$ cat src/design/sfp_pkg.sv
// sfp_pkg: item types, status codes and identifier length decode for the
// sensor frame field parser. No dependencies.
package sfp_pkg;

    localparam int unsigned LenW = 5;

    typedef enum logic [1:0] {
        ST_OK      = 2'd0,
        ST_UNKNOWN = 2'd1,
        ST_TRUNC   = 2'd2,
        ST_RSVD    = 2'd3
    } t_status;

    localparam logic [7:0] CODE_QUAT = 8'd77;

    typedef struct packed {
        logic [7:0] data_byte;
        logic       frame_end;
    } t_in_item;

    typedef struct packed {
        logic [7:0]  field_code;
        logic [31:0] field_value;
        logic [1:0]  element_index;
        t_status     parse_status;
    } t_out_item;

    // payload length in bytes for an identifier, zero when unknown
    function automatic logic [LenW-1:0] payload_length(input logic [7:0] code);
        logic [LenW-1:0] len;
        case (code)
            8'd5, 8'd7, 8'd21, 8'd22, 8'd23, 8'd24, 8'd25,
            8'd27, 8'd28, 8'd29, 8'd74, 8'd75, 8'd76: len = LenW'(4);
            8'd8, 8'd9, 8'd79:                        len = LenW'(1);
            CODE_QUAT:                                len = LenW'(16);
            default:                                  len = '0;
        endcase
        return len;
    endfunction

endpackage

$ cat src/design/sensor_frame_field_parser_unit.sv
// result: registered in the result register, or in the skid stage when stalled.
// throughput: one byte per cycle while the skid stage is empty; the per-byte
// state update is a single pass of decode and shift logic, and a one-entry
// skid stage keeps input acceptance going while a result waits on the output.
// reset: synchronous, active low; clears parser state, result and skid valids.
// Sensor frame field parser top level: byte-stream TLV decode.
// Depends on sfp_pkg.
module sensor_frame_field_parser_unit (
    input  logic              i_clk,
    input  logic              i_rst_n,
    input  logic              i_in_valid,
    output logic              o_in_stall,
    input  sfp_pkg::t_in_item  i_in_item,
    output logic              o_out_valid,
    input  logic              i_out_stall,
    output sfp_pkg::t_out_item o_out_item
);
    import sfp_pkg::*;

    logic            r_in_payload, n_in_payload;
    logic [7:0]      r_code, n_code;
    logic [LenW-1:0] r_bytes_left, n_bytes_left;
    logic [31:0]     r_word, n_word;
    logic [1:0]      r_quat, n_quat;

    logic            r_out_valid;
    t_out_item       r_out_item;
    logic            r_skid_valid;
    t_out_item       r_skid_item;

    logic            accept;
    logic            res_valid;
    t_out_item       res;
    logic [LenW-1:0] len;
    logic [LenW-1:0] left;
    logic [31:0]     shifted;
    logic [1:0]      quat_inc;
    logic            out_free;

    assign accept   = i_in_valid && !o_in_stall;
    assign len      = payload_length(i_in_item.data_byte);
    assign left     = r_bytes_left - LenW'(1);
    assign shifted  = {r_word[23:0], i_in_item.data_byte};
    assign quat_inc = r_quat + 2'd1;

    always_comb begin
        n_in_payload = r_in_payload;
        n_code       = r_code;
        n_bytes_left = r_bytes_left;
        n_word       = r_word;
        n_quat       = r_quat;
        res_valid    = 1'b0;
        res          = '{field_code: r_code, field_value: '0,
                         element_index: '0, parse_status: ST_OK};
        if (accept) begin
            if (!r_in_payload || r_bytes_left == '0) begin
                // identifier byte
                n_in_payload = 1'b0;
                n_bytes_left = '0;
                n_word       = '0;
                n_quat       = '0;
                if (len == '0) begin
                    res_valid        = 1'b1;
                    res.field_code   = i_in_item.data_byte;
                    res.parse_status = ST_UNKNOWN;
                end else begin
                    n_code = i_in_item.data_byte;
                    if (i_in_item.frame_end) begin
                        res_valid        = 1'b1;
                        res.field_code   = i_in_item.data_byte;
                        res.parse_status = ST_TRUNC;
                    end else begin
                        n_in_payload = 1'b1;
                        n_bytes_left = len;
                    end
                end
            end else if (left[1:0] == 2'd0) begin
                // a word is complete
                res_valid         = 1'b1;
                res.field_value   = shifted;
                res.element_index = r_quat;
                if (left == '0) begin
                    n_in_payload = 1'b0;
                    n_bytes_left = '0;
                    n_word       = '0;
                    n_quat       = '0;
                end else if (i_in_item.frame_end) begin
                    // truncation replaces the finished element's result
                    res.field_value   = '0;
                    res.element_index = quat_inc;
                    res.parse_status  = ST_TRUNC;
                    n_in_payload      = 1'b0;
                    n_bytes_left      = '0;
                    n_word            = '0;
                    n_quat            = '0;
                end else begin
                    n_word       = '0;
                    n_quat       = quat_inc;
                    n_bytes_left = left;
                end
            end else if (i_in_item.frame_end) begin
                res_valid         = 1'b1;
                res.field_value   = shifted;
                res.element_index = r_quat;
                res.parse_status  = ST_TRUNC;
                n_in_payload      = 1'b0;
                n_bytes_left      = '0;
                n_word            = '0;
                n_quat            = '0;
            end else begin
                n_word       = shifted;
                n_bytes_left = left;
            end
        end
    end

    assign out_free = !r_out_valid || !i_out_stall;

    always_ff @(posedge i_clk) begin
        if (!i_rst_n) begin
            r_in_payload <= 1'b0;
            r_code       <= '0;
            r_bytes_left <= '0;
            r_word       <= '0;
            r_quat       <= '0;
            r_out_valid  <= 1'b0;
            r_skid_valid <= 1'b0;
        end else begin
            r_in_payload <= n_in_payload;
            r_code       <= n_code;
            r_bytes_left <= n_bytes_left;
            r_word       <= n_word;
            r_quat       <= n_quat;
            if (out_free) begin
                if (r_skid_valid) begin
                    r_out_valid  <= 1'b1;
                    r_skid_valid <= 1'b0;
                end else begin
                    r_out_valid <= res_valid;
                end
            end else if (res_valid) begin
                r_skid_valid <= 1'b1;
            end
        end
    end

    always_ff @(posedge i_clk) begin
        if (out_free) begin
            if (r_skid_valid) begin
                r_out_item <= r_skid_item;
            end else if (res_valid) begin
                r_out_item <= res;
            end
        end else if (res_valid) begin
            r_skid_item <= res;
        end
    end

    assign o_in_stall  = r_skid_valid;
    assign o_out_valid = r_out_valid;
    assign o_out_item  = r_out_item;

endmodule

$ cat config.mk
export PLATFORM = sky130hd
export DESIGN_NAME = sensor_frame_field_parser_unit
export DESIGN_NICKNAME = d
export VERILOG_FILES = /design/src/design/sfp_pkg.sv /design/src/design/sensor_frame_field_parser_unit.sv
export SDC_FILE = /design/constraint.sdc
export NUM_CORES = 1
export LEC_CHECK = 0
export BUFFER_PORTS_ARGS = -buffer_cell sky130_fd_sc_hd__buf_2
export CORE_ASPECT_RATIO = 1.1
export CORE_UTILIZATION = 44
export DETAILED_ROUTE_END_ITERATION = 6
export SKIP_CTS_REPAIR_TIMING = 1
export SLEW_MARGIN = 20
export SYNTH_ARGS = -nofsm -noshare
export SYNTH_HDL_FRONTEND = slang
export SYNTH_SLANG_ARGS = --single-unit
$ cat constraint.sdc
create_clock -name i_clk -period 12.1 [get_ports i_clk]
set_clock_uncertainty 0.15 [all_clocks]
set_input_delay 0.605 -clock i_clk [delete_from_list [all_inputs] [get_ports i_clk]]
set_output_delay 0.605 -clock i_clk [all_outputs]
set_load 0.01 [all_outputs]
=== Yosys cells after proc, flatten, opt, wreduce, memory -nomap -nowiden ===
Index checks and enable logic that the tools add are counted.

* Register bits after elaboration: 130
* Output and inout bits: 46
* Memories: 0
* Input port bits: 13
* Memory bits (writable): 0
* Bits in latches: 0
* Memory bits (read-only): 0

* Shift-type cells: 0
* Bitwise logic cells: 3
* Div/mod/pow operators: 0
* Multiply operators: 0
* $add $sub $neg: 2
* Reductions and logical operators: 20
* $lt $le $gt $ge: 0
* Equality and inequality tests: 17
* Mux-type cells: 41

{| class="wikitable"
|+ Operator list
! cell !! number
|-
| $mux W36 || 4
|-
| $mux W44 || 3
|-
| $mux W24 || 3
|-
| $eq A8 B5 Y1 const B || 8
|-
| $eq A8 B7 Y1 const B || 5
|-
| $mux W34 || 1
|-
| $mux W5 || 6
|-
| $mux W8 || 3
|-
| $eq A8 B3 Y1 const B || 2
|-
| $eq A8 B4 Y1 const B || 2
|-
| $mux W2 || 8
|-
| $logic_not A5 Y1 || 3
|-
| $pmux W5 S3 || 1
|-
| $reduce_or A13 Y1 || 1
|-
| $mux W1 || 12
|-
| $reduce_and A2 Y1 || 3
|-
| $sub A5 B1 Y5 const B || 1
|-
| $logic_not A1 Y1 || 4
|-
| $not A1 Y1 || 3
|-
| $reduce_and A3 Y1 || 1
|-
| $reduce_bool A3 Y1 || 1
|-
| $reduce_or A3 Y1 || 1
|-
| $add A2 B1 Y2 const B || 1
|-
| $logic_not A2 Y1 || 1
|-
| 4 further kinds || 5
|}

=== Logic depth before layout (Yosys ltp) ===
* Depth in word-level cells: 9
* Depth in mapped cells: 10
* Depth with buffers taken out: 8

=== Least setup slack after synthesis ===
OpenSTA, ideal clock, no wires.

* Path kind: input -> register
* Start: input port i_in_item[4] in the netlist's numbering
* End: register r_out_item, in the netlist o_out_item[0] (enable)
* Arrival: 3.952 ns
* Path slack: 7.538 ns
* Library setup time: 0.460 ns
* Stages on the path: 7
* Required time: 11.490 ns
* Buffers on the path: 1
* Cell sequence: buf_2 mux2_2 o211ai_1 o211ai_2 nor3_4 nor3_1 a21oi_1

* Word-level cells in the longest chain between the ends: 9
* Elaborated cells between the ends (all ways): 26
* Classes of those cells: eq/ne (17); mux (4); reduce/logical (5)

{| class="wikitable"
|+ Ends and longest elaborated chain
! item !! line !! text
|-
| start, declared || sensor_frame_field_parser_unit.sv:13 || <nowiki>input sfp_pkg::t_in_item i_in_item,</nowiki>
|-
| $eq A8 B3 Y1, or another cell as far along || sfp_pkg.sv:31 || <nowiki>case (code)</nowiki>
|-
| $reduce_or A13 Y1 or $reduce_or A3 Y1 (tied branches) || sfp_pkg.sv:31 ||
|-
| $pmux W5 S3 (*) || sfp_pkg.sv:31 ||
|-
| $logic_not A5 Y1 (*) || sensor_frame_field_parser_unit.sv:62 || <nowiki>if (len == '0) begin</nowiki>
|-
| $mux W1 (*) || sensor_frame_field_parser_unit.sv:62 ||
|-
| $mux W1 (*) || sensor_frame_field_parser_unit.sv:56 || <nowiki>if (!r_in_payload || r_bytes_left == '0) begin</nowiki>
|-
| $mux W1 (*) || sensor_frame_field_parser_unit.sv:55 || <nowiki>if (accept) begin</nowiki>
|-
| $reduce_bool A2 Y1 (no line) (*) || n/a ||
|-
| $reduce_and A2 Y1 (no line) (*) || n/a ||
|-
| end signal, assigned || sensor_frame_field_parser_unit.sv:150 || <nowiki>r_out_item <= r_skid_item;</nowiki>
|-
| end signal, assigned || sensor_frame_field_parser_unit.sv:152 || <nowiki>r_out_item <= res;</nowiki>
|-
| end, declared || sensor_frame_field_parser_unit.sv:27 || <nowiki>t_out_item r_out_item;</nowiki>
|}

Mark *: on every way between the ends. The rest lies on a longest branch, timed or not.
A chain may end at the register's enable or synchronous reset.

=== Worst setup path in the final report ===
* Start: register r_skid_valid, in the netlist o_in_stall
* End: register r_out_item, in the netlist o_out_item[0] (enable)

* Word-level cells in the longest chain between the ends: 5

{| class="wikitable"
|+ Ends and longest elaborated chain
! item !! line !! text
|-
| start, declared || sensor_frame_field_parser_unit.sv:28 || <nowiki>logic r_skid_valid;</nowiki>
|-
| start signal, assigned || sensor_frame_field_parser_unit.sv:127 || <nowiki>r_skid_valid <= 1'b0;</nowiki>
|-
| start signal, assigned || sensor_frame_field_parser_unit.sv:137 || <nowiki>r_skid_valid <= 1'b0;</nowiki>
|-
| start signal, assigned || sensor_frame_field_parser_unit.sv:142 || <nowiki>r_skid_valid <= 1'b1;</nowiki>
|-
| $logic_not A1 Y1 || sensor_frame_field_parser_unit.sv:40 || <nowiki>assign accept = i_in_valid && !o_in_stall;</nowiki>
|-
| $logic_and A1 B1 Y1 || sensor_frame_field_parser_unit.sv:40 ||
|-
| $mux W1 || sensor_frame_field_parser_unit.sv:55 ||
|-
| $reduce_bool A2 Y1 (no line) (*) || n/a ||
|-
| $reduce_and A2 Y1 (no line) (*) || n/a ||
|}

Marked as above.

==> flow_metrics.py <==
metrics = {
    "status": {
        "outcome": "completed",
    },
    "pwr": {
        "power.internal_w": 0.000881,
        "power.share.combinational": 0.059,
        "fraction_of_power_spent_switching_nets": 0.206,
        "power_density_nw_per_um2": 172,
        "share_clk_of_total_power": 0.487,
        "total_leakage_power_nw": 2.79,
        "netSwitchingPower_w": 0.000229,
        "ir_worst_vdd_uv": 76.4,
        "sequentialPowerShare": 0.454,
    },
    "timing": {
        "timing.fmax_ghz": 0.267,
        "tightestPinTransition_ps": 1070,
        "hold_slack_ps": 324,
        "rsz0062_at_grt": "false",
        "timing.setup.tns_ps": 0,
        "relSlewSlack": 0.286,
        "report.final.hold_viol_count": 0,
        "finalMaxSlewViolations": 0,
        "period_minus_slack_ps": 3750,
        "min_period_over_period": 0.310,
        "setup-violations-final": 0,
    },
    "logic_synthesis": {
        "postSynth.topFlopCell": "sky130_fd_sc_hd__edfxtp_1",
        "post_synth_num_cell_types": 52,
        "sequential_share_of_the_synthesized_area": 0.640,
        "synthesis.instances": 455,
        "synth.net_count": 472,
        "fraction_of_synthesis_flops_using_an_asynchronous_set_or_reset_pin": 0,
        "postSynthRegisterBits": 130,
        "synth.avg_cell_area_um2": 12.0,
        "syn_area_um2": 5450,
        "yosysWarningCount": 0,
        "netlist.top_cell.by_area": "sky130_fd_sc_hd__edfxtp_1",
        "number_of_enable_flip_flop_cells_after_synthesis": 88,
        "synth.top_cell.area_share": 0.485,
        "post_synth_main_area_contributors": "sky130_fd_sc_hd__edfxtp_1 49%, sky130_fd_sc_hd__dfxtp_1 15%, sky130_fd_sc_hd__a21o_1 4.7%",
    },
    "placement": {
        "buffer_ports.inserted": 58,
        "post-dp-hpwl_um": 6930,
        "gp_congestion": 0.820,
    },
    "layout": {
        "share_of_layout_cells_above_drive_strength_1": 0.215,
        "layout_commonest_cell": "sky130_fd_sc_hd__edfxtp_1",
        "commonest_non_fill_non_tap_cells_in_the_layout": "88 x sky130_fd_sc_hd__edfxtp_1, 58 x sky130_fd_sc_hd__buf_2, 54 x sky130_fd_sc_hd__nand2_1",
        "layout.core_utilization": 0.536,
        "layout-area-overhead-vs-synth_pct": 18.4,
        "antennaDiodeCount": 0,
        "nets": 525,
    },
    "grt": {
        "global_route.usage.total": 0.184,
        "grt_start_max_net_pins": 57,
        "grt_antenna_before_repair": 0,
        "grt_first_pass_wirelength_um": 18000,
        "first_global_vias": 3562,
        "global_route.overflow_total": 0,
    },
    "setup_path": {
        "cp.arrival_ps": 3650,
        "cp_data_required_time_ps": 12010,
        "worst_path_largest_cell_delay_ps": 930,
        "ff2ff_setup_slack_ps": 8350,
        "critPathLaunchType": "flip-flop",
        "type_of_the_worst_setup_path": "reg -> reg",
        "path_cells": "nor2b_1 -> nand2_1 -> nor3_4 -> nor3_1 -> a21oi_4 -> buf_4",
        "worst_path_max_delay_cell": "sky130_fd_sc_hd__nor2b_1",
        "critical_path.max_fanout": 56,
        "worstSetupEndpointType": "flip-flop",
    },
    "cts": {
        "clock_sinks": 130,
        "bufs_on_longest_clock_path": 2,
        "clk-insertion-delay-late_ps": 400,
        "worst_setup_hold_path_clk_slew_ps": 50,
        "clock-root-buffer": "sky130_fd_sc_hd__clkbuf_16",
        "cts_tree": "yes",
        "tritoncts.num_buffers": 17,
        "htree_num_levels": 4,
    },
    "min_path": {
        "min_path_type": "reg -> reg",
    },
    "floorplan": {
        "floorplan.rows": 42,
        "effective_utilization_at_floorplan": 0.452,
        "die_height_um": 119,
        "die_area_um2": 12800,
        "core_region_area_um2": 12000,
        "io_pins": 59,
        "fp.dieW_um": 108,
    },
    "route": {
        "drt_wl_total_um": 10800,
        "drtPass1Iterations": 5,
        "drt-vias-per-instance": 5.32,
        "drtAntennaViolNets": 0,
        "drt_first_iter_violations": 177,
        "dr_total_vias": 3592,
        "wl_per_cell_um": 16.0,
        "remaining_drc_errors": 0,
    },
    "flow_run": {
        "timing.max_cap.violations": 0,
    },
}
## kinds of logic after synthesis
kind of cell             count (synthesis)  share of synthesized area
AO/OA/AOI/OAI                          113                      0.150
XOR/XNOR                                 1                    0.00161
adder cells (fa/ha/maj)                  4                    0.00919
buffers and inverters                   33                     0.0331
flip-flops                             130                      0.640
multiplexers                             7                     0.0131
AND/OR/NAND/NOR                        167                      0.154
## cell usage after synthesis (all sizes together) (2+ instances only)
master   n
nand4    2
and3     4
a221o    6
a22oi   11
edfxtp  88
ha       4
nor2b   11
inv      4
buf     12
a21o    41
o31ai    3
nand2b   3
nand3    6
o21ai    6
nor3    10
o211ai   4
dfxtp   42
or4      3
a211oi   2
and2    34
mux2i    6
o21a     4
nor3b    2
clkbuf  15
nor2    34
a21oi   32
nand2   54
## final cells by class
type	count	area, um^2
Inverter	5	18.8
Clock inverter	12	188
Sequential cell	130	3480
Tap cell	154	193
Timing Repair Buffer	62	320
Fill cell	1045	5590
Multi-Input combinational cell	292	1810
Clock buffer	20	437
## path summary, 6_finish.rpt
check | endpoint | from | depth (start not counted)
worst max register to register | o_out_item[0] | o_in_stall | 6
worst min-delay path | r_word[11] | r_word[11] | 2
worst min register to register | r_word[11] | r_word[11] | 2
worst max-delay path | o_out_item[0] | o_in_stall | 6
## critical path: cells and delay by family (launching register included)
kind | cells | cell delay, ps
buffers and inverters | 1 | 460
flip-flops | 1 | 620
AND/OR/NAND/NOR | 4 | 1650
AO/OA/AOI/OAI | 1 | 450
## metrics by stage
step	worst slack [ps]	instance area (um^2)	total power (W)	instances
detailed placement	8350	5820	0.000580	643
floorplan	7540	5450	0.000555	455
global route	8000	6450	0.00115	675
finish	8350	6450	0.00111	675
global placement	8510	5820	0.000578	643
CTS	8350	6450	0.00112	675
## registers in the layout (all words and copies together) (netlist names)
signal / flops
o_out_item: 44
r_skid_item: 44
r_word: 24
r_code: 8
r_bytes_left: 5
r_quat: 2
o_in_stall: 1
o_out_valid: 1
r_in_payload: 1
## routing by layer
layer	part of all wire	GRT usage	up-vias
li1	-	-	1764
met1	0.46	0.243	1753
met2	0.50	0.295	65
met3	0.031	0.0403	10
met4	0.012	0.0659	0
met5	0	0	-
## power groups by stage
stage / clock network [W] / registers, W / logic [W]
after global routing: 0.000570 / 0.000506 / 0.0000722
after global placement: 0 / 0.000513 / 0.0000654
after detailed placement: 0 / 0.000514 / 0.0000665
after floorplan: 0 / 0.000521 / 0.0000338
after CTS: 0.000548 / 0.000505 / 0.0000669
final: 0.000541 / 0.000504 / 0.0000655
No activity file was read; power rests on OpenSTA's default activity.
